==> config.mk <==
export PLATFORM = sky130hd
export DESIGN_NAME = rgbs_out_fifo
export DESIGN_NICKNAME = d
export VERILOG_FILES = /design/src/hw/rtl/rgbs_pkg.sv /design/src/hw/rtl/rgbs_out_fifo.sv
export SDC_FILE = /design/constraint.sdc
export NUM_CORES = 1
export LEC_CHECK = 0
export BUFFER_PORTS_ARGS = -buffer_cell sky130_fd_sc_hd__buf_2
export CAP_MARGIN = 25
export CORE_UTILIZATION = 33
export CTS_CLUSTER_DIAMETER = 50
export DETAILED_ROUTE_END_ITERATION = 8
export SLEW_MARGIN = 15
export SYNTH_ARGS = -nofsm -noshare
export SYNTH_HDL_FRONTEND = slang
export SYNTH_SLANG_ARGS = --single-unit
==> constraint.sdc <==
create_clock -name i_clk -period 2.2 [get_ports i_clk]
set_input_delay 0 -clock i_clk [delete_from_list [all_inputs] [get_ports i_clk]]
set_output_delay 0 -clock i_clk [all_outputs]
set_load 0.02 [all_outputs]
==> src/hw/rtl/rgbs_pkg.sv <==
package rgbs_pkg;

    localparam int CFG_W       = 11;
    localparam int CFG_IDX_W   = 1;
    localparam int PIX_W       = 24;
    localparam int CHAN_W      = 8;
    localparam int NUM_CHAN    = 3;
    localparam int ROW_W       = 11;
    localparam int OUT_ROW_W   = 10;
    localparam int HEIGHT_LIMIT = 1024;
    localparam int SHARPEN_GAIN = 9;
    localparam int CHAN_MAX    = 255;
    localparam int FIFO_DEPTH  = 4;
    localparam int FIFO_AW     = 2;
    localparam int FIFO_CNT_W  = 3;

    localparam logic [CFG_IDX_W-1:0] REG_IMAGE_WIDTH  = 1'd0;
    localparam logic [CFG_IDX_W-1:0] REG_IMAGE_HEIGHT = 1'd1;

    localparam logic OP_PIXEL = 1'b0;
    localparam logic OP_DRAIN = 1'b1;

    localparam logic [CFG_W-1:0] IMAGE_WIDTH_RESET  = 11'd640;
    localparam logic [CFG_W-1:0] IMAGE_HEIGHT_RESET = 11'd480;

    typedef struct packed {
        logic              opcode;
        logic [CHAN_W-1:0] in_red;
        logic [CHAN_W-1:0] in_green;
        logic [CHAN_W-1:0] in_blue;
    } t_in_item;

    typedef struct packed {
        logic [CHAN_W-1:0] out_red;
        logic [CHAN_W-1:0] out_green;
        logic [CHAN_W-1:0] out_blue;
        logic              end_of_frame;
    } t_out_item;

    // One pipeline step: the line stores and window advance, and maybe emit.
    typedef struct packed {
        logic step;
        logic emit;
        logic border;
        logic last;
    } t_step;

endpackage

==> src/hw/rtl/rgbs_out_fifo.sv <==
module rgbs_out_fifo (
    input  logic                            i_clk,
    input  logic                            i_rst_n,
    input  logic                            i_push,
    input  rgbs_pkg::t_out_item             i_item,
    output logic                            o_valid,
    input  logic                            i_ready,
    output rgbs_pkg::t_out_item             o_item,
    output logic [rgbs_pkg::FIFO_CNT_W-1:0] o_count
);
    import rgbs_pkg::*;

    t_out_item              r_mem [FIFO_DEPTH];
    logic [FIFO_AW-1:0]     r_wr_ptr;
    logic [FIFO_AW-1:0]     r_rd_ptr;
    logic [FIFO_CNT_W-1:0]  r_count;
    logic                   pop;

    assign o_valid = r_count != '0;
    assign o_item  = r_mem[r_rd_ptr];
    assign o_count = r_count;
    assign pop     = o_valid && i_ready;

    always_ff @(posedge i_clk) begin
        if (i_push) begin
            r_mem[r_wr_ptr] <= i_item;
        end
    end

    always_ff @(posedge i_clk) begin
        if (!i_rst_n) begin
            r_wr_ptr <= '0;
            r_rd_ptr <= '0;
            r_count  <= '0;
        end else begin
            if (i_push) begin
                r_wr_ptr <= r_wr_ptr + FIFO_AW'(1);
            end
            if (pop) begin
                r_rd_ptr <= r_rd_ptr + FIFO_AW'(1);
            end
            r_count <= r_count + FIFO_CNT_W'(i_push) - FIFO_CNT_W'(pop);
        end
    end

endmodule

After elaboration in Yosys (flattened, before gate mapping)
Memory sizes are Yosys's and may differ from the RTL's. A register that Yosys moved wholly into a read port is not among the register bits.
Cells that the tools add are included.

word-level totals
  bits in registers = 7
  memory bits (writable) = 100
  input bits = 29
  output and inout port bits = 29
  logic and storage cells = 14
  memories kept = 1

cells by class
  add/subtract/negate cells = 4
  mux-type cells = 4
  reduce and logical (&&, ||, !) cells = 2

memory list
  memory  depth  bits a word  rd ports  clocked after Yosys merged registers in  wr ports  line                 source
  r_mem   4      25           1         1                                        1         rgbs_out_fifo.sv:13  t_out_item r_mem [FIFO_DEPTH];

operators with widths
  kind                   count
  $add A2 B1 Y2 const B  2
  $mux W2                2
  $add A3 B1 Y3          1
  $reduce_bool A3 Y1     1
  $sub A3 B1 Y3          1
  $mux W1                2
  $logic_and A1 B1 Y1    1

Depth between registers and ports, before layout
  word-level depth = 4
  mapped depth = 7
  gate-level depth less buffers = 7

Worst setup path before layout
No wires, ideal clock.

  kind = register to register
  start = register r_count[1] (netlist: o_count[1])
  end = register r_count[2] (netlist: o_count[2])
  arrival time = 1910 ps
  required time = 2085 ps
  path slack = 175 ps
  cell stages (with the launch flop) = 8
  path buffers = 0
  cell sequence = dfxtp_1 > o31a_1 > ha_1 > inv_1 > ha_1 > fa_1 > xnor3_1 > and2_1

between the ends
  cells in the longest elaborated chain, start to end = 3
  elaborated cells on any way between the ends = 4
  classes of those cells = add/sub (2); reduce/logical (2)

ends and longest elaborated chain
  item                      line                 source
  start: declaration        rgbs_out_fifo.sv:16  logic [FIFO_CNT_W-1:0] r_count;
  start signal: assignment  rgbs_out_fifo.sv:42  r_count <= r_count + FIFO_CNT_W'(i_push) - FIFO_CNT_W'(pop);
  $reduce_bool A3 Y1        rgbs_out_fifo.sv:19  assign o_valid = r_count != '0;
  $logic_and A1 B1 Y1       rgbs_out_fifo.sv:22  assign pop = o_valid && i_ready;
  named net pop             rgbs_out_fifo.sv:17  logic pop;
  $sub A3 B1 Y3             rgbs_out_fifo.sv:42

The timed path passes the listed nets, and every way through them passes these cells.
A chain may end at the register's enable or synchronous reset.

Final worst setup path
Ends and elaborated chain as after synthesis.

==> flow_summary.json <==
{
  "die_area_mm2": 0.0129,
  "worstRegToRegCells": 7,
  "die_y_um": 114,
  "post_cts_buffers": 0,
  "final_cell_count_without_fillers": 441,
  "grt_max_degree": 26,
  "pin_count": 58,
  "core_region_area_mm2": 0.0121,
  "grt.overflow.total": 0,
  "placement_rows": 40,
  "globalRouteTotalUtil": 0.116,
  "reg2reg_slack_ns": 0.17,
  "hold-path-cell-count": 3,
  "starting_density_of_the_core": 0.340,
  "vias": 1927,
  "antenna_found_initial": 0,
  "synthesis.instances": 175,
  "worst_slew_pin_slew_ns": 0.487,
  "wl_per_cell_um": 15.6,
  "drt_pass1_iterations": 4,
  "yosys.area.top_type_share": 0.729,
  "synthesis.nets": 211,
  "max-cap-violations": 0,
  "timing.max_slew.rel_slack": 0.671,
  "postRouteAntennaNets": 0,
  "pwr-share-comb": 0.233,
  "ys_seq_area_frac": 0.773,
  "main_area_contributors_after_synthesis": "edfxtp_1 73%, mux4_2 11%, dfxtp_1 4.4%, mux4_1 3.2%, ha_1 1.8%",
  "crit_required_ns": 2.44,
  "fin_tns_setup_ns": 0,
  "power_switching_share": 0.265,
  "worstHoldPathType": "in2reg",
  "grt_first_pass_wirelength_um": 10600,
  "finalHoldViolCount": 0,
  "maxSlewViolCount": 0,
  "tritoncts_clock_tree": "done",
  "mappedNetlistArea_mm2": 0.00412,
  "setup.worst_path.end_class": "flip-flop",
  "setup_viol": 0,
  "post_cts_resized": 0,
  "drive_gt1_frac": 0.363,
  "cellPowerDensity_mw_per_mm2": 981,
  "worst_path_arrival_ns": 2.27,
  "total_leakage_power_nw": 1.79,
  "netSwitchingPower_mw": 1.34,
  "synth.ff_latch_count": 109,
  "max_freq_mhz": 492,
  "clk_latency_ns": 0.34,
  "synthToLayoutAreaGrowth_pct": 24.8,
  "worst_path_clk_slew_ns": 0.06,
  "power_frac_seq": 0.487,
  "detailed_place_hpwl_um": 4050,
  "warnings_synthesis": 0,
  "cts_inserted_buffers": 9,
  "min_period_over_period": 0.925,
  "die_width_um": 114,
  "drt_wl_total_um": 6870,
  "timing.clock.skew_ns": 0.00364,
  "clock_tree_buffer_depth": 2,
  "ir_worst_vdd_v": 0.000545,
  "ctsHoldBuffers": 26,
  "clockPowerShare": 0.280,
  "synthDistinctLibCells": 21,
  "first_global_vias": 2013,
  "clock_tree.root_cell": "clkbuf_16",
  "cts_num_sinks": 109,
  "drc_markers": 0,
  "run_status": "finished, final reports clean",
  "fillCellCount": 1097,
  "diodes": 0,
  "start_kind": "flip-flop",
  "rsz0062_at_grt": "false",
  "post_synth.cell_area_avg_um2": 23.5,
  "h-tree-depth": 3,
  "route.detailed.vias_per_inst": 4.37,
  "cellInternalPower_mw": 3.71,
  "timing_worst_setup_path_type": "reg2reg",
  "portBuffers": 57,
  "layout.nets": 305,
  "synth_largest_area_cell": "edfxtp_1",
  "maximum_fanout_encountered_on_the_critical_timing_path": 6,
  "gpl.final_weighted_congestion": 0.642,
  "placed_cells": 400,
  "drt_first_iter_violations": 97,
  "timing.final.crit_period_ns": 2.03
}
## path summary, 6_finish.rpt
| kind | start | end |
|---|---|---|
| worst max-delay path | o_count[1]$_SDFF_PN0_ | o_count[2]$_SDFF_PN0_ |
| worst min-delay path | i_push | r_wr_ptr[1]$_SDFFE_PN0P_ |
| worst max register to register | o_count[1]$_SDFF_PN0_ | o_count[2]$_SDFF_PN0_ |
| worst min register to register | r_rd_ptr[1]$_SDFFE_PN0P_ | r_rd_ptr[1]$_SDFFE_PN0P_ |
## critical path, stage by stage (launching register included)
cell and delay (ns):
dfxtp_1 0.36, o31a_1 0.37, ha_1 0.29, inv_1 0.04, ha_1 0.18, fa_1 0.37
xnor3_1 0.18, and2_1 0.16
## layout by cell type, fill, tap and decap left out, types with 4 or more instances in the layout
cell type and instances:
and2_1 5, inv_1 6, buf_2 57, mux4_2 20, clkbuf_16 9, mux4_1 5
mux2i_1 4, buf_4 4, dfxtp_1 8, ha_1 6, dlygate4sd3_1 26, edfxtp_1 100
## sequential cells by signal (all words and copies together) (netlist names), named ones only
| name | flops |
|---|---|
| o_count | 3 |
| r_mem | 100 |
| r_rd_ptr | 2 |
| r_wr_ptr | 2 |
## routing by layer
metal,share of wire,global-route usage
met1,0.43,0.135
met4,0.015,0.0474
met5,0,0
met3,0.062,0.0510
met2,0.49,0.187
## cell families after synthesis
family          count (synthesis)  synth area share
compound gates                  2           0.00425
xor+xnor                        2           0.00759
mux                            29             0.151
fa+ha+maj                       7            0.0231
buf+inv                        12            0.0216
simple gates                   14            0.0200
flops                         109             0.773
## area by class of cell
cell class | count | area (um^2) | area share
clock buffers | 10 | 229 | 0.0445
multi-input cells | 54 | 852 | 0.166
inverters | 6 | 22.5 | 0.00438
flip-flops and latches | 109 | 3180 | 0.619
repair buffers | 89 | 616 | 0.120
well taps | 168 | 210 | 0.0409
clock inverters | 5 | 28.8 | 0.00560
## power by group through the flow
| stage | Clock [mW] | Sequential (mW) | Combinational [mW] |
|---|---|---|---|
| 2_1_floorplan | 0 | 2.51 | 0.841 |
| 3_3_place_gp | 0 | 2.49 | 1.16 |
| 3_5_place_dp | 0 | 2.50 | 1.17 |
| 4_1_cts | 1.46 | 2.46 | 1.21 |
| 5_1_grt | 1.53 | 2.47 | 1.28 |
| 6_report | 1.41 | 2.46 | 1.17 |
## metrics by stage
| stage | power (mW) | hold slack (ns) | setup slack (ns) | util | instance area, um^2 |
|---|---|---|---|---|---|
| 2_1_floorplan | 3.36 | 0.0989 | 0.175 | - | 4120 |
| 3_3_place_gp | 3.65 | 0.216 | 0.228 | 0.382 | 4620 |
| 3_5_place_dp | 3.67 | 0.224 | 0.171 | 0.382 | 4620 |
| 4_1_cts | 5.13 | 0.0413 | 0.161 | 0.425 | 5140 |
| 5_1_grt | 5.28 | 0.0636 | 0.0956 | 0.425 | 5140 |
| 6_report | 5.05 | 0.0477 | 0.166 | 0.425 | 5140 |
## synth_stat cells
| cell | count |
|---|---|
| clkbuf_2 | 1 |
| mux4_1 | 5 |
| inv_1 | 6 |
| and2_1 | 8 |
| or3_1 | 1 |
| o31a_1 | 1 |
| edfxtp_1 | 100 |
| ha_1 | 6 |
| xor2_1 | 1 |
| dfxtp_1 | 9 |
| buf_2 | 2 |
| buf_12 | 2 |
| buf_6 | 1 |
| nand2_1 | 2 |
| fa_1 | 1 |
| mux2i_1 | 4 |
| xnor3_1 | 1 |
| nor2b_1 | 1 |
| mux4_2 | 20 |
| o311ai_0 | 1 |
| nand2b_1 | 2 |
(Power assumes the default switching activity.)
