[src/hw/rtl/rgbs_pkg.sv]
package rgbs_pkg;

    localparam int CFG_W       = 11;
    localparam int CFG_IDX_W   = 1;
    localparam int PIX_W       = 24;
    localparam int CHAN_W      = 8;
    localparam int NUM_CHAN    = 3;
    localparam int ROW_W       = 11;
    localparam int OUT_ROW_W   = 10;
    localparam int HEIGHT_LIMIT = 1024;
    localparam int SHARPEN_GAIN = 9;
    localparam int CHAN_MAX    = 255;
    localparam int FIFO_DEPTH  = 4;
    localparam int FIFO_AW     = 2;
    localparam int FIFO_CNT_W  = 3;

    localparam logic [CFG_IDX_W-1:0] REG_IMAGE_WIDTH  = 1'd0;
    localparam logic [CFG_IDX_W-1:0] REG_IMAGE_HEIGHT = 1'd1;

    localparam logic OP_PIXEL = 1'b0;
    localparam logic OP_DRAIN = 1'b1;

    localparam logic [CFG_W-1:0] IMAGE_WIDTH_RESET  = 11'd640;
    localparam logic [CFG_W-1:0] IMAGE_HEIGHT_RESET = 11'd480;

    typedef struct packed {
        logic              opcode;
        logic [CHAN_W-1:0] in_red;
        logic [CHAN_W-1:0] in_green;
        logic [CHAN_W-1:0] in_blue;
    } t_in_item;

    typedef struct packed {
        logic [CHAN_W-1:0] out_red;
        logic [CHAN_W-1:0] out_green;
        logic [CHAN_W-1:0] out_blue;
        logic              end_of_frame;
    } t_out_item;

    // One pipeline step: the line stores and window advance, and maybe emit.
    typedef struct packed {
        logic step;
        logic emit;
        logic border;
        logic last;
    } t_step;

endpackage

[src/hw/rtl/rgbs_window_calc.sv]
module rgbs_window_calc (
    input  logic                       i_clk,
    input  logic                       i_rst_n,
    input  rgbs_pkg::t_step            i_step,
    input  logic [rgbs_pkg::PIX_W-1:0] i_upper,
    input  logic [rgbs_pkg::PIX_W-1:0] i_middle,
    input  logic [rgbs_pkg::PIX_W-1:0] i_px,
    output logic                       o_push,
    output rgbs_pkg::t_out_item        o_item
);
    import rgbs_pkg::*;

    logic [PIX_W-1:0] r_win [3][3];
    logic             r_s2_emit;
    logic             r_s2_border;
    logic             r_s2_last;

    logic [CHAN_W-1:0]   res [NUM_CHAN];
    logic [CHAN_W+2:0]   nsum [NUM_CHAN];
    logic [CHAN_W+3:0]   center_x9 [NUM_CHAN];
    logic signed [CHAN_W+4:0] acc [NUM_CHAN];

    always_ff @(posedge i_clk) begin
        if (!i_rst_n) begin
            for (int r = 0; r < 3; r++) begin
                for (int c = 0; c < 3; c++) begin
                    r_win[r][c] <= '0;
                end
            end
            r_s2_emit <= 1'b0;
        end else begin
            if (i_step.step) begin
                for (int r = 0; r < 3; r++) begin
                    r_win[r][0] <= r_win[r][1];
                    r_win[r][1] <= r_win[r][2];
                end
                r_win[0][2] <= i_upper;
                r_win[1][2] <= i_middle;
                r_win[2][2] <= i_px;
            end
            r_s2_emit <= i_step.step && i_step.emit;
        end
        r_s2_border <= i_step.border;
        r_s2_last   <= i_step.last;
    end

    always_comb begin
        for (int k = 0; k < NUM_CHAN; k++) begin
            nsum[k] = '0;
            for (int r = 0; r < 3; r++) begin
                for (int c = 0; c < 3; c++) begin
                    if (r != 1 || c != 1) begin
                        nsum[k] = nsum[k] + (CHAN_W+3)'(r_win[r][c][CHAN_W*k +: CHAN_W]);
                    end
                end
            end
            center_x9[k] = (CHAN_W+4)'(SHARPEN_GAIN) * (CHAN_W+4)'(r_win[1][1][CHAN_W*k +: CHAN_W]);
            acc[k] = $signed({1'b0, center_x9[k]}) - $signed({2'b00, nsum[k]});
            if (r_s2_border) begin
                res[k] = r_win[1][1][CHAN_W*k +: CHAN_W];
            end else if (acc[k] < 0) begin
                res[k] = '0;
            end else if (acc[k] > (CHAN_W+5)'(CHAN_MAX)) begin
                res[k] = CHAN_W'(CHAN_MAX);
            end else begin
                res[k] = acc[k][CHAN_W-1:0];
            end
        end
    end

    assign o_push              = r_s2_emit;
    assign o_item.out_red      = res[2];
    assign o_item.out_green    = res[1];
    assign o_item.out_blue     = res[0];
    assign o_item.end_of_frame = r_s2_last;

endmodule

[config.mk]
export PLATFORM = sky130hd
export DESIGN_NAME = rgbs_window_calc
export DESIGN_NICKNAME = d
export VERILOG_FILES = /design/src/hw/rtl/rgbs_pkg.sv /design/src/hw/rtl/rgbs_window_calc.sv
export SDC_FILE = /design/constraint.sdc
export NUM_CORES = 1
export LEC_CHECK = 0
export ABC_AREA = 0
export BUFFER_PORTS_ARGS = -buffer_cell sky130_fd_sc_hd__buf_2
export CORE_MARGIN = 2
export CORE_UTILIZATION = 58
export CTS_CLUSTER_SIZE = 25
export DETAILED_ROUTE_END_ITERATION = 12
export GPL_ROUTABILITY_DRIVEN = 0
export GPL_TIMING_DRIVEN = 0
export PLACE_DENSITY = 0.8
export SYNTH_ARGS = -nofsm -noshare
export SYNTH_HDL_FRONTEND = slang
export SYNTH_SLANG_ARGS = --single-unit
[constraint.sdc]
create_clock -name i_clk -period 16 [get_ports i_clk]
set_clock_uncertainty 0.1 [all_clocks]
set_input_delay 0 -clock i_clk [delete_from_list [all_inputs] [get_ports i_clk]]
set_output_delay 0 -clock i_clk [all_outputs]
set_load 0.1 [all_outputs]
# Word level (Yosys, flattened, before mapping)
# Memory sizes are Yosys's and may differ from the RTL's.
# Cells that the tools add are included.
[totals]
n_memories = 1
register_bits = 3
elab_cells = 69
inputBits = 78
out_inout_bits = 26
ramBits = 216
[memory_table]
columns = ["name", "words", "word_bits", "read_ports", "rd_clocked_by_memory_dff", "write_ports", "line_no", "source"]
rows = [
  ["r_win", 3, 72, 3, 0, 3, "rgbs_window_calc.sv:13", "logic [PIX_W-1:0] r_win [3][3];"],
]
[op_classes]
add_sub_neg = 24
order_cmp = 6
mul = 3
bitwise_logic = 9
n_reduce_logical = 1
mux = 22
[ops]
columns = ["operator", "n"]
rows = [
  ["$mux W24", 9],
  ["$add A11 B8 Y11", 12],
  ["$mux W8", 9],
  ["$gt A13 B9 Y1 const B", 3],
  ["$lt A13 B1 Y1 const B", 3],
  ["$sub A12 B11 Y13", 3],
  ["$mul A4 B8 Y12 const A", 3],
  ["$add A10 B8 Y11", 3],
  ["$add A9 B8 Y10", 3],
  ["$add A8 B8 Y9", 3],
  ["$or A1 B1 Y1", 9],
  ["$mux W1", 4],
  ["$logic_and A1 B1 Y1", 1],
]

# Logic depth before layout (Yosys ltp)
# An unclocked memory read counts as a cell.
[logic_depth]
word_depth = 13
ltp_mapped = 18
ltp_nobuf = 18

# Least setup slack after synthesis
# OpenSTA, ideal clock, no wires.
[synth_path]
path_type = "reg2out"
start = "mem r_win[0][42] (netlist name)"
end = "out o_item[17] (netlist name)"
required_time_ns = 15.900
arrival_time_ns = 6.888
n_path_buf = 0
setup_slack_ns = 9.012
path_stages_with_launch = 16
path_cell_list = "edfxtp_1 -> inv_1 -> fa_1 -> fa_1 -> fa_1 -> fa_1 -> inv_1 -> fa_1 -> inv_1 -> fa_1 -> a211oi_2 -> o21bai_2 -> a21o_1 -> a211oi_2 -> nor4_4 -> a311oi_1"
[synth_lines]
columns = ["item", "line_no", "source"]
rows = [
  ["start: declaration", "rgbs_window_calc.sv:13", ""],
  ["end: declaration", "rgbs_window_calc.sv:9", "output rgbs_pkg::t_out_item o_item"],
]

==> metrics.md <==
| Metric | Value |
|---|---|
| Worst endpoint required time | 15,900 ps |
| Die area | ~28,000 um^2 |
| Fin. max-slew vios | 0 |
| Cell Rows | 60 |
| Maximum clock path buffer count | 3 |
| Unique masters post-synth | 60 |
| Grt total ovfl | 0 |
| Syn_area_per_cell | roughly 12 um^2 |
| 1st-iter DRT viols | 917 |
| Synth async-reset ratio | 0% |
| Worst-path fanout max | 8 |
| Layout fillers | approximately 1.9k |
| Final HPWL DP | 27.31 mm |
| FMAX | around 0.16 GHz |
| Layout area overhead | 16.28% |
| Proportion of layout cells with a drive suffix above 1 | under 10% |
| Synthesized flop and latch total | approximately 220 |
| Final hold violation count | 0 |
| Count leader, synth | inv_1 |
| CP endpoint kind | primary output |
| Clock Latency Late Sink | between 500 and 600 ps |
| Nets | 1,897 |
| Antenna cells | 0 |
| Slew margin rel. | 45.16% |
| First-pass GRT wire length | slightly above 60 mm |
| Ys flop type | edfxtp_1 |
| Crit path arrival time | roughly 6200 ps |
| Post-CTS Setup Bufs | 0 |
| CORE AREA | around 27,000 um^2 |
| Drt via density | 5.665 |
| Final setup violation count | 0 |
| Dominant cell type by area after synthesis | edfxtp_1 |
| Final core occ | 68.27% |
| Final TNS setup | 0 ps |
| CTS resizes | 0 |
| Hold Crit Class | input port to flop |
| # IOs | roughly 100 |
| Initial antenna violation count | 2 |
| Dpl ws | between 10,000 and 15,000 ps |
| Drt wl/cell | ~20 um |
| Tot GR Track Use | between 20 and 30% |
| Status | complete, no violations |
| Yosys top cell area share | between 40% and 50% |
| Worst-Margin Slew | a little over 800 ps |
| Antenna Nets Post-Route | 0 |
| Register Area | approximately 6500 um^2 |
| Final Cycle Share | between 30% and 40% |
| RSZ-0062 raised after global routing | false |
| Mapped Area | between 15,000 and 20,000 um^2 |
| Crit path time final | between 6000 and 7000 ps |
| Crit Path Class | flop to primary output |
| Port-buffer cells | 101 |
| Die X | roughly 170 um |
| Min Hold Slack | about 21 ps |
| Pin count of the biggest net entering global routing | about 70 |
| Multi-input logic area | around 7500 um^2 |
| R2r setup slk | roughly 15,000 ps |
| Syn nets | approximately 1.7k |
| TritonRoute pass-1 iters | 5 |
| Vias | between 10k and 15k |
| Startpoint Class | flop |
| Yosys synthesis warning count | 0 |
| Initial Util | between 50% and 60% |
| Inserted Clock Buffers | 24 |
| Area contributors post-synth | edfxtp_1 (41%), fa_1 (24%), inv_1 (9.1%), and3_1 (8.7%), ha_1 (5.7%) |
| Drt drc | 0 |
| Reg clk slew, reported paths | ~60 ps |
| CTS Root Cell | clkbuf_16 |
| CTS tree | built |
| Post-synthesis instance total | 1,355 |
| MaxCap Viol Count | 0 |
| PnR worst setup slack | about 9700 ps |
| EDFF count, synth | ~220 |
| Max H-tree Level | 1 |
| Clock Sinks | approximately 220 |
| Seq/Total Area, Yosys | between 40% and 50% |
| Floorplan die height | ~170 um |
| Commonest cells in the netlist | inv_1 (382), and3_1 (219), edfxtp_1 (216), fa_1 (186), ha_1 (72) |
| Routed Wire Length | about 38 mm |
| Number of global-route vias before repair | roughly 11k |
layout by cell type (no fill, tap or decap), types with 4 or more instances in the layout:
master	synthesis	layout
inv_1	382	382
a21o_1	10	10
clkbuf_16	0	24
edfxtp_1	216	216
dlygate4sd3_1	0	76
o21ai_0	18	18
clkinv_1	1	4
fa_1	186	186
a21oi_1	27	27
a31oi_1	8	8
ha_1	72	72
and3_1	219	219
nor2_1	24	24
xnor2_1	15	15
nand2b_1	8	7
clkbuf_1	51	57
nand3_1	7	7
nand2_1	21	21
a311oi_1	8	8
a32oi_1	8	8
xor2_1	8	8
buf_2	0	101
layer usage:
| layer | up-vias | track usage [%] | routed length, um |
|---|---|---|---|
| li1 | 4810 | - | - |
| met1 | 5390 | 37.48 | 14480 |
| met2 | 581 | 46.50 | 18280 |
| met3 | 96 | 4.933 | 3843 |
| met4 | 0 | 11.88 | 1714 |
| met5 | - | 0 | 0 |
layout make-up:
type                       instances  area share [%]
tap                              341           2.338
clock inverter                    13          0.7406
buffer                            53           1.152
multi-input combinational        700           41.13
sequential                       219           35.88
clock buffer                      31           3.490
timing repair buffer             180           7.392
inverter                         383           7.879
state kept, by name (all words and copies together) (netlist names):
register     cells
o_push           1
r_s2_border      1
r_s2_last        1
r_win          216
critical path, cell delays in order (launching register included):
cell	delay, ps
edfxtp_1	370
inv_1	70
fa_1	510
fa_1	520
fa_1	520
fa_1	540
inv_1	60
fa_1	540
inv_1	70
fa_1	490
a211oi_2	240
o21bai_2	110
a21oi_1	300
o31ai_1	160
xor2_2	230
a311oi_1	460
buf_2	510
final timing paths:
kind | endpoint | cells after the start | from
setup reg to reg | r_win[0][127]$_SDFFCE_PN0P_ | 1 | r_win[0][103]$_SDFFCE_PN0P_
hold / removal | r_s2_border$_DFF_P_ | 2 | i_step[1]
setup / recovery | o_item[20] | 16 | r_win[0][18]$_SDFFCE_PN0P_
hold reg to reg | r_win[0][181]$_SDFFCE_PN0P_ | 1 | r_win[0][157]$_SDFFCE_PN0P_
metrics by stage:
stage / instances / cell area (um^2)
after global placement: 1797 / 16620
after detailed placement: 1800 / 16710
after floorplan: 1355 / 15690
after global routing: 1920 / 18250
final: 1920 / 18250
after CTS: 1920 / 18250
cell families (layout without fill, tap and decap cells):
group / Yosys count / after routing / synth area share [%]
buffers and inverters: 436 / 660 / 10.50
XOR/XNOR: 24 / 24 / 1.388
flip-flops: 219 / 219 / 41.72
AO/OA/AOI/OAI: 111 / 111 / 4.944
multiplexers: 2 / 2 / 0.1276
AND/OR/NAND/NOR: 302 / 302 / 11.66
adder cells (fa/ha/maj): 261 / 261 / 29.66
timing repair:
action | 4_1_cts | 5_1_grt
hold endpoints to repair | 75 | 0
hold buffers | 76 | 0
setup endpoints to repair | 0 | 0
Power is not shown: default switching activity piles up to over one toggle a cycle in this logic, so the estimate is an artifact.
