File: src/hw/rtl/rgbs_pkg.sv
package rgbs_pkg;

    localparam int CFG_W       = 11;
    localparam int CFG_IDX_W   = 1;
    localparam int PIX_W       = 24;
    localparam int CHAN_W      = 8;
    localparam int NUM_CHAN    = 3;
    localparam int ROW_W       = 11;
    localparam int OUT_ROW_W   = 10;
    localparam int HEIGHT_LIMIT = 1024;
    localparam int SHARPEN_GAIN = 9;
    localparam int CHAN_MAX    = 255;
    localparam int FIFO_DEPTH  = 4;
    localparam int FIFO_AW     = 2;
    localparam int FIFO_CNT_W  = 3;

    localparam logic [CFG_IDX_W-1:0] REG_IMAGE_WIDTH  = 1'd0;
    localparam logic [CFG_IDX_W-1:0] REG_IMAGE_HEIGHT = 1'd1;

    localparam logic OP_PIXEL = 1'b0;
    localparam logic OP_DRAIN = 1'b1;

    localparam logic [CFG_W-1:0] IMAGE_WIDTH_RESET  = 11'd640;
    localparam logic [CFG_W-1:0] IMAGE_HEIGHT_RESET = 11'd480;

    typedef struct packed {
        logic              opcode;
        logic [CHAN_W-1:0] in_red;
        logic [CHAN_W-1:0] in_green;
        logic [CHAN_W-1:0] in_blue;
    } t_in_item;

    typedef struct packed {
        logic [CHAN_W-1:0] out_red;
        logic [CHAN_W-1:0] out_green;
        logic [CHAN_W-1:0] out_blue;
        logic              end_of_frame;
    } t_out_item;

    // One pipeline step: the line stores and window advance, and maybe emit.
    typedef struct packed {
        logic step;
        logic emit;
        logic border;
        logic last;
    } t_step;

endpackage

File: src/hw/rtl/rgbs_ctrl.sv
module rgbs_ctrl #(
    parameter int MAX_WIDTH = 1024,
    parameter int AW        = 10,
    parameter int EW        = 11
) (
    input  logic                          i_clk,
    input  logic                          i_rst_n,
    input  logic                          i_accept,
    input  rgbs_pkg::t_in_item            i_in_item,
    input  logic                          i_cfg_we,
    input  logic [rgbs_pkg::CFG_IDX_W-1:0] i_cfg_index,
    input  logic [rgbs_pkg::CFG_W-1:0]    i_cfg_data,
    output rgbs_pkg::t_step               o_step,
    output logic [rgbs_pkg::PIX_W-1:0]    o_px,
    output logic [AW-1:0]                 o_col
);
    import rgbs_pkg::*;

    logic [CFG_W-1:0]     r_image_width;
    logic [CFG_W-1:0]     r_image_height;
    logic [AW-1:0]        r_in_col,  n_in_col;
    logic [ROW_W-1:0]     r_in_row,  n_in_row;
    logic [AW-1:0]        r_out_col, n_out_col;
    logic [OUT_ROW_W-1:0] r_out_row, n_out_row;

    logic [EW-1:0]    eff_w;
    logic [ROW_W-1:0] eff_h;
    logic             frame_in;
    logic             drain;
    logic             col_last;
    logic             out_col_last;
    logic             out_row_last;

    always_comb begin
        eff_w = EW'(r_image_width);
        if (eff_w == '0) begin
            eff_w = EW'(1);
        end else if (eff_w > EW'(MAX_WIDTH)) begin
            eff_w = EW'(MAX_WIDTH);
        end
        eff_h = ROW_W'(r_image_height);
        if (eff_h == '0) begin
            eff_h = ROW_W'(1);
        end else if (eff_h > ROW_W'(HEIGHT_LIMIT)) begin
            eff_h = ROW_W'(HEIGHT_LIMIT);
        end

        frame_in     = r_in_row >= eff_h;
        drain        = i_in_item.opcode == OP_DRAIN;
        col_last     = (EW'(r_in_col) + EW'(1)) >= eff_w;
        out_col_last = (EW'(r_out_col) + EW'(1)) >= eff_w;
        out_row_last = (ROW_W'(r_out_row) + ROW_W'(1)) >= eff_h;

        // A drain before the frame is complete is dropped without effect
        o_step.step   = i_accept && (frame_in || !drain);
        o_step.emit   = (r_in_row >= ROW_W'(2)) ||
                        ((r_in_row == ROW_W'(1)) && (r_in_col != '0));
        o_step.last   = out_row_last && out_col_last;
        o_step.border = (r_out_row == '0) || out_row_last ||
                        (r_out_col == '0) || out_col_last;

        o_px  = frame_in ? '0 : {i_in_item.in_red, i_in_item.in_green, i_in_item.in_blue};
        o_col = r_in_col;

        n_in_col  = r_in_col;
        n_in_row  = r_in_row;
        n_out_col = r_out_col;
        n_out_row = r_out_row;
        priority if (i_cfg_we) begin
            n_in_col  = '0;
            n_in_row  = '0;
            n_out_col = '0;
            n_out_row = '0;
        end else if (o_step.step) begin
            if (col_last) begin
                n_in_col = '0;
                n_in_row = r_in_row + ROW_W'(1);
            end else begin
                n_in_col = r_in_col + AW'(1);
            end
            if (o_step.emit) begin
                if (o_step.last) begin
                    // frame done: restart all positions
                    n_in_col  = '0;
                    n_in_row  = '0;
                    n_out_col = '0;
                    n_out_row = '0;
                end else if (out_col_last) begin
                    n_out_col = '0;
                    n_out_row = r_out_row + OUT_ROW_W'(1);
                end else begin
                    n_out_col = r_out_col + AW'(1);
                end
            end
        end
    end

    always_ff @(posedge i_clk) begin
        if (!i_rst_n) begin
            r_image_width  <= IMAGE_WIDTH_RESET;
            r_image_height <= IMAGE_HEIGHT_RESET;
            r_in_col       <= '0;
            r_in_row       <= '0;
            r_out_col      <= '0;
            r_out_row      <= '0;
        end else begin
            if (i_cfg_we) begin
                unique case (i_cfg_index)
                    REG_IMAGE_WIDTH:  r_image_width  <= i_cfg_data;
                    REG_IMAGE_HEIGHT: r_image_height <= i_cfg_data;
                    default: ;
                endcase
            end
            r_in_col  <= n_in_col;
            r_in_row  <= n_in_row;
            r_out_col <= n_out_col;
            r_out_row <= n_out_row;
        end
    end

endmodule

File: config.mk
export PLATFORM = sky130hd
export DESIGN_NAME = rgbs_ctrl
export DESIGN_NICKNAME = d
export VERILOG_FILES = /design/src/hw/rtl/rgbs_pkg.sv /design/src/hw/rtl/rgbs_ctrl.sv
export SDC_FILE = /design/constraint.sdc
export NUM_CORES = 1
export LEC_CHECK = 0
export ABC_AREA = 1
export BUFFER_PORTS_ARGS = -buffer_cell sky130_fd_sc_hd__buf_2
export CAP_MARGIN = 25
export CELL_PAD_IN_SITES_DETAIL_PLACEMENT = 1
export CELL_PAD_IN_SITES_GLOBAL_PLACEMENT = 2
export CORE_UTILIZATION = 33
export DETAILED_ROUTE_END_ITERATION = 16
export PLACE_DENSITY_LB_ADDON = 0.1
export SLEW_MARGIN = 20
export SYNTH_ARGS = -nofsm -noshare
export SYNTH_HDL_FRONTEND = slang
export SYNTH_SLANG_ARGS = --single-unit
File: constraint.sdc
create_clock -name i_clk -period 4.1 [get_ports i_clk]
set_input_delay 0.615 -clock i_clk [delete_from_list [all_inputs] [get_ports i_clk]]
set_output_delay 0.615 -clock i_clk [all_outputs]
set_load 0.005 [all_outputs]
# After elaboration in Yosys (flattened, before gate mapping)
# Index checks and enable logic that the tools add are counted.
[classes]
add_sub_neg = 7
multipliers = 0
n_div = 0
n_lt_le_gt_ge = 7
eq_ne = 1
shift = 0
mux = 15
bitwise_logic = 2
reduce_logical = 20
[op_table]
columns = ["operator", "count"]
rows = [
  ["$mux W11", 7],
  ["$mux W10", 7],
  ["$ge A11 B11 Y1", 4],
  ["$add A10 B1 Y11 const B", 3],
  ["$add A10 B1 Y10 const B", 3],
  ["$mux W24", 1],
  ["$gt A11 B11 Y1 const B", 2],
  ["$logic_not A11 Y1", 2],
  ["$logic_not A10 Y1", 2],
  ["$add A11 B1 Y11 const B", 1],
  ["$eq A11 B1 Y1 const B", 1],
  ["$ge A11 B2 Y1 const B", 1],
  ["$reduce_bool A10 Y1", 1],
  ["$reduce_and A2 Y1", 3],
  ["$logic_or A1 B1 Y1", 5],
  ["$logic_and A1 B1 Y1", 3],
  ["$reduce_and A3 Y1", 1],
  ["$not A1 Y1", 2],
  ["$reduce_bool A2 Y1", 1],
  ["$reduce_or A2 Y1", 1],
  ["$logic_not A1 Y1", 1],
]
[totals]
register_bits = 63
latch_bits = 0
ramBits = 0
rom_bits = 0
in_bits = 41
output_inout_bits = 38
wordCells = 58
mem_count = 0

# Logic depth before layout (Yosys ltp)
# Gate-level depths: netlist of run 1.
[depth]
ltp_word = 7
ltp_mapped = 20
depth_no_buf = 19

# Worst setup path before layout of run 1
# Ideal clock, no wire load.
[synth_timing]
path_kind = "flip-flop to output port"
start = "register r_out_row[0]"
end = "output port o_step[1] (netlist bit)"
arrival_time_ps = 2175
t_required_ps = 3485
setup_slack_ps = 1310
path_stages_with_launch = 16
n_path_buf = 0
path_cell_list = "dfxtp_1 -> ha_1 -> nand3_1 -> inv_1 -> nand2_1 -> xor2_1 -> inv_1 -> ha_1 -> nand2_1 -> inv_1 -> o21ai_0 -> nand3_1 -> inv_1 -> nand2_2 -> a41oi_1 -> o211ai_1"
[synth_rtl]
columns = ["element", "line_no", "source"]
rows = [
  ["start, declared", "rgbs_ctrl.sv:24", "logic [OUT_ROW_W-1:0] r_out_row, n_out_row;"],
  ["start signal, assigned", "rgbs_ctrl.sv:117", "r_out_row <= n_out_row;"],
  ["end, declared", "rgbs_ctrl.sv:13", "output rgbs_pkg::t_step o_step,"],
]

==> results of run 1 <==
-- registers in the layout, indices dropped and copies added, names as in the netlist --
register	flops
r_out_row	10
r_image_height	11
r_image_width	11
r_in_row	11
o_col	10
r_out_col	10
-- layout make-up --
type	count	share of cell area, %
Clock buffer	13	4.390
Inverter	132	8.358
Sequential cell	63	21.27
Timing Repair Buffer	80	6.838
Clock inverter	3	1.098
Multi-Input combinational cell	589	54.16
Tap cell	184	3.883
-- Yosys cell counts, types with 2 or more instances --
library cell and instances:
nand4_1 14, buf_2 4, nand2_4 6, buf_4 3, inv_2 4, buf_6 4, nor4_1 7, xor2_1 19
a21oi_2 2, clkbuf_1 9, xnor2_1 2, nand3_1 58, dfxtp_1 63, o21ai_2 2, nor2_2 3, nor2_4 2
ha_1 53, nand3_2 3, a21oi_1 37, inv_1 124, nor3_1 12, nand2_2 2, nand2_1 191, o21ai_0 35
nor2_1 128, clkinv_1 4, o21ai_1 2
-- final timing paths --
| check | cells after the start | to |
|---|---|---|
| setup / recovery | 15 | o_step[1] |
| setup reg to reg | 16 | o_col[8]$_SDFFE_PP0P_ |
| hold reg to reg | 2 | r_out_row[1]$_SDFFE_PP0P_ |
| hold / removal | 2 | r_out_row[1]$_SDFFE_PP0P_ |
-- cell families (layout without fill, tap and decap cells) --
| logic type | after synthesis | in the layout | share of synthesized area (%) |
|---|---|---|---|
| DFF | 63 | 63 | 24.83 |
| AOI/OAI and AO/OA | 83 | 83 | 8.919 |
| and+or+nand+nor | 432 | 432 | 37.42 |
| adders and majority gates | 53 | 53 | 13.06 |
| buffers and inverters | 152 | 228 | 12.15 |
| xor gates and xnor gates | 21 | 21 | 3.622 |
-- power breakdown --
group	internal, mW	switching, mW
registers	0.629	0.0164
logic	0.0799	0.141
clock network	0.565	0.293
total	1.27	0.450
-- per-stage QoR --
step	area, um2	setup slack [ps]	utilization, %	cells	power [mW]
finish	5928	345.8	40.18	1064	1.724
global route	5928	42.87	40.18	1064	1.803
CTS	5918	226.8	40.11	1064	1.748
detailed placement	5593	610.4	37.91	1048	0.8820
global placement	5593	579.7	37.91	1048	0.8750
floorplan	5079	1310	-	804	0.7931
-- per-layer routing --
layer | global-route usage (%) | vias up
met2 | 36.50 | 94
met4 | 8.859 | 0
li1 | - | 2674
met1 | 26.67 | 2446
met5 | 0 | -
met3 | 2.421 | 18
-- tightest hold or removal path, stage by stage, from the launching register on --
cell     delay [ps]
dfxtp_1         320
inv_1            90
a21oi_2          50
-- timing repair --
item                       4_1_cts  5_1_grt
resized for setup                0        2
setup endpoints to repair        0       14
hold buffers                     0        0
==> qor.yml, run 1 <==
outcome:
  status: "finished, final reports clean"
power_and_ir_drop:
  power.leakage_nw: 3.081
  powerDensity_nw_per_um2: 290.8
  ir_worst_vdd_uv: 166.9
die:
  dieArea_um2: 15890
  core-area_um2: 14750
  start_util_pct: 34.42
  rows: 44
  pin_count: 79
  die_y_um: 126.1
  die_w_um: 126.1
synthesis:
  synth_nets: 898
  synth_cell_types: 38
  synthesis.area_um2: 5079
  synth-seq-area-share_pct: 24.83
  yosys_warnings: 0
  ys_ff_latch: 63
  synth_area_leaders: "dfxtp_1 25%, nand2_1 14%, ha_1 13%"
  syn_inst: 804
  syn_avg_cell_area_um2: 6.317
  async_flop_share_pct: 0
  synthFlopType: "dfxtp_1"
  synth-edff-count: 0
  synth_area_leader_cell: "dfxtp_1"
  netlist.area_leader.share_pct: 24.83
final_layout:
  area_growth_syn_to_layout_pct: 16.73
  diodes: 0
  fill_cells: 1988
  seqCellArea_um2: 1261
  layout_commonest_cell: "nand2_1"
  multi_input_area_um2: 3211
  drive_gt1_share_pct: 14.09
  layout_common_cells: "190 x nand2_1, 128 x nor2_1, 124 x inv_1, 78 x buf_2, 63 x dfxtp_1"
  final_net_count: 969
detailed_routing:
  wl_met2_um: 7638
  wl_met3_um: 605
  vias_per_cell: 4.917
  first_pass_iters: 4
  top_layer_used: "met4"
  ant_nets: 0
  initialDrtViolationCount: 224
  drt-met1-wl_um: 7396
  num_vias: 5232
  drt_wl_total_um: 16030
  drc: 0
  wl_per_cell_um: 15.07
clock_tree:
  cts_tree: "done"
  clk_latency_ps: 340
  clk_pin_slew_ps: 50
  htreeDepth: 3
  cts_root_buffer: "clkbuf_16"
  cts_buffers: 9
  cts_sinks: 63
  postCtsSetupBuffers: 0
  clk_path_buf_depth: 2
timing:
  drv_slew: 0
  timing.setup.tns_ps: 0
  fin_crit_sh_pct: 91.57
  fmax_mhz: 266.4
  hold_viol_final: 0
  holdWs_ps: 508.2
  layout_min_cycle_time_ps: 3754
  worstMarginPinSlew_ps: 680.6
  fin_skew_ps: 6.918
  setup_viol: 0
  grt_setup_unrepaired: "no"
  slew_headroom_pct: 54.46
worst_setup_path:
  crit_arrival_ps: 3140
  required_ps: 3480
  startpoint: "r_out_row[0]$_SDFFE_PP0P_"
  crit_family: "simple AND/OR/NAND/NOR gates"
  cp-end-kind: "primary output"
  reg2reg_from: "o_col[0]$_SDFFE_PP0P_"
  path_class: "flip-flop to primary output"
  crit_path_top_delay_cell: "dfxtp_1"
  start_kind: "flip-flop"
  r2r_setup_slack_ps: 910
  critPathMaxStageDelay_ps: 450
  crit_buf_inv: 3
  crit_path_cell_trace: "ha_1 > nand3_1 > inv_1 > nand2_1 > xor2_1 > inv_1 > ha_1 > nand2_1 > nor2_1 > a21boi_1 > nor2_2 > nand2_2 > a41oi_2 > o211ai_1 > buf_2"
  path_max_fanout: 10
global_route:
  grt_overflow: 0
  grt_first_pass_wirelength_um: 26370
  antenna_found_initial: 0
  grt_pass1_vias: 5125
  grt_start_max_net_pins: 26
  gr-usage-all-layers_pct: 21.17
placed_design:
  gp_congestion: 0.8291
  io_buffer_count: 78
  hpwl_um: 12810
hold_path:
  hp-class: "flip-flop to flip-flop"
  worstHoldStart: "r_out_row[1]$_SDFFE_PP0P_"
flow_run:
  drv_cap: 0
No activity file was read; power rests on OpenSTA's default activity.
==> run 2: changes to the inputs <==
--- a/config.mk
+++ b/config.mk
@@ -13,6 +13,7 @@
 export CORE_UTILIZATION = 33
 export DETAILED_ROUTE_END_ITERATION = 16
 export PLACE_DENSITY_LB_ADDON = 0.1
+export REMOVE_ABC_BUFFERS = 1
 export SLEW_MARGIN = 20
 export SYNTH_ARGS = -nofsm -noshare
 export SYNTH_HDL_FRONTEND = slang
==> qor.yml, run 2 (synthesized netlist as in run 1, its figures left out) <==
outcome:
  status: "finished, final reports clean"
final_layout:
  fill_cells: 1996
  area_growth_syn_to_layout_pct: 16.16
  layout_commonest_cell: "nand2_1"
  top_regs: "r_image_height (11), r_image_width (11), r_in_row (11)"
  layout_common_cells: "191 x nand2_1, 128 x nor2_1, 124 x inv_1, 78 x buf_2, 62 x dfxtp_1"
  fin_area_um2: 5899
  diodes: 0
  drive_gt1_share_pct: 14.20
  final_net_count: 969
worst_setup_path:
  cp-end-kind: "primary output"
  path_max_fanout: 24
  r2r_setup_slack_ps: 970
  path_class: "flip-flop to primary output"
  required_ps: 3480
  start_kind: "flip-flop"
  regToRegEndpoint: "o_col[9]$_SDFFE_PP0P_"
  rr_worst_depth: 16
  crit_arrival_ps: 3130
  reg2reg_from: "o_col[0]$_SDFFE_PP0P_"
power_and_ir_drop:
  ir_worst_vdd_uv: 135.5
  swShare_pct: 27.73
  seqPwrFrac_pct: 39.5
  combPwrFrac_pct: 13.5
  power.leakage_nw: 3.067
  powerDensity_nw_per_um2: 276.9
  p_sw_uw: 452.9
  intPower_mw: 1.180
  clockPowerShare_pct: 47.0
placed_design:
  hpwl_um: 12830
  io_buffer_count: 78
  gp_congestion: 0.8249
  dpl_cell_area_um2: 5593
detailed_routing:
  drt_wl_total_um: 15970
  wl_per_cell_um: 15.01
  vias_per_cell: 4.867
  initialDrtViolationCount: 195
  ant_nets: 0
  drc: 0
  first_pass_iters: 4
  num_vias: 5178
flow_run:
  drv_cap: 0
global_route:
  grt_start_max_net_pins: 30
  grt_overflow: 0
  grt_pass1_vias: 5222
  gr-usage-all-layers_pct: 21.14
  grt_first_pass_wirelength_um: 26420
  antenna_found_initial: 0
timing:
  grt_setup_unrepaired: "no"
  fin_skew_ps: 8.681
  setup_viol: 0
  drv_slew: 0
  hold_viol_final: 0
  layout_min_cycle_time_ps: 3741
  slew_headroom_pct: 56.81
  fmax_mhz: 267.3
  fin_crit_sh_pct: 91.24
  timing.setup.tns_ps: 0
  worstMarginPinSlew_ps: 647.1
clock_tree:
  htreeDepth: 3
  clk_pin_slew_ps: 60
  cts_sinks: 63
  clk_path_buf_depth: 2
  clk_latency_ps: 350
  postCtsSetupBuffers: 0
  cts_buffers: 9
  cts_tree: "done"
  cts_root_buffer: "clkbuf_16"
hold_path:
  hold_depth: 3
  worstHoldStart: "i_cfg_data[5]"
  min_to: "r_image_height[5]$_SDFFE_PN1P_"
  hp-class: "input port to flip-flop"
die:
  rows: 44
  die_w_um: 126.1
  dieArea_um2: 15890
  start_util_pct: 34.42
  core-area_um2: 14750
  die_y_um: 126.1
  pin_count: 79
==> run 2: power by group through the flow <==
stage                     clock [mW]  sequential [mW]  combinational, mW
final                          0.767            0.646              0.221
after global routing           0.813            0.647              0.252
after CTS                      0.792            0.645              0.225
after detailed placement           0            0.659              0.223
after global placement             0            0.658              0.216
after floorplan                    0            0.652              0.133
==> run 2: layer usage <==
metal / global-route usage, % / routed length (um)
met1: 25.40 / 7270
met4: 8.717 / 289
met2: 37.73 / 7984
met5: 0 / 0
met3: 2.846 / 423
==> run 2: critical path, stage by stage, from the launching register on <==
cell and delay (ps):
dfxtp_1 330, nor4_1 270, nand3_1 140, nand2_1 250
nand2_1 170, ha_1 350, nand2_1 70, nor2_1 120
nand2_1 70, o21ai_2 160, nor2_4 80, inv_1 480
nor2_1 100, buf_2 160
==> run 2: worst max path at each step <==
stage | cells past startpoint | startpoint | end | slack (ps)
final | 13 | r_image_height[3]$_SDFFE_PN0P_ | o_px[6] | 360
after global routing | 15 | r_image_height[3]$_SDFFE_PN0P_ | o_px[6] | 5
after CTS | 16 | r_out_row[0]$_SDFFE_PP0P_ | o_step[1] | 110
after detailed placement | 16 | r_out_row[0]$_SDFFE_PP0P_ | o_step[1] | 500
after global placement | 16 | r_out_row[0]$_SDFFE_PP0P_ | o_step[1] | 500
after floorplan | 14 | r_image_height[2]$_SDFFE_PN0P_ | o_px[0] | 1310
==> run 2: final cells by class <==
type	instances	area (um2)	area share [%]
repair buffers	80	405.4	6.872
inverters	132	495.5	8.399
multi-input cells	589	3216	54.51
clock buffers	11	232.7	3.945
flip-flops and latches	63	1262	21.40
well taps	184	230.2	3.902
clock inverters	5	57.56	0.9756
==> run 2: timing repair <==
action	4_1_cts	5_1_grt
hold buffers	0	0
setup endpoints to repair	0	2
resized for setup	0	3
==> run 2: stage by stage <==
step                hold WS, ps  total power [mW]  util [%]  instances  setup WS (ps)
detailed placement        504.1            0.8811     37.91       1048          499.9
floorplan                 451.8            0.7851         -        784           1308
global placement          486.3            0.8747     37.91       1048          499.7
global route              509.7             1.712     39.98       1064          4.700
finish                    498.3             1.633     39.98       1064          359.2
CTS                       486.1             1.662     39.87       1064          110.6
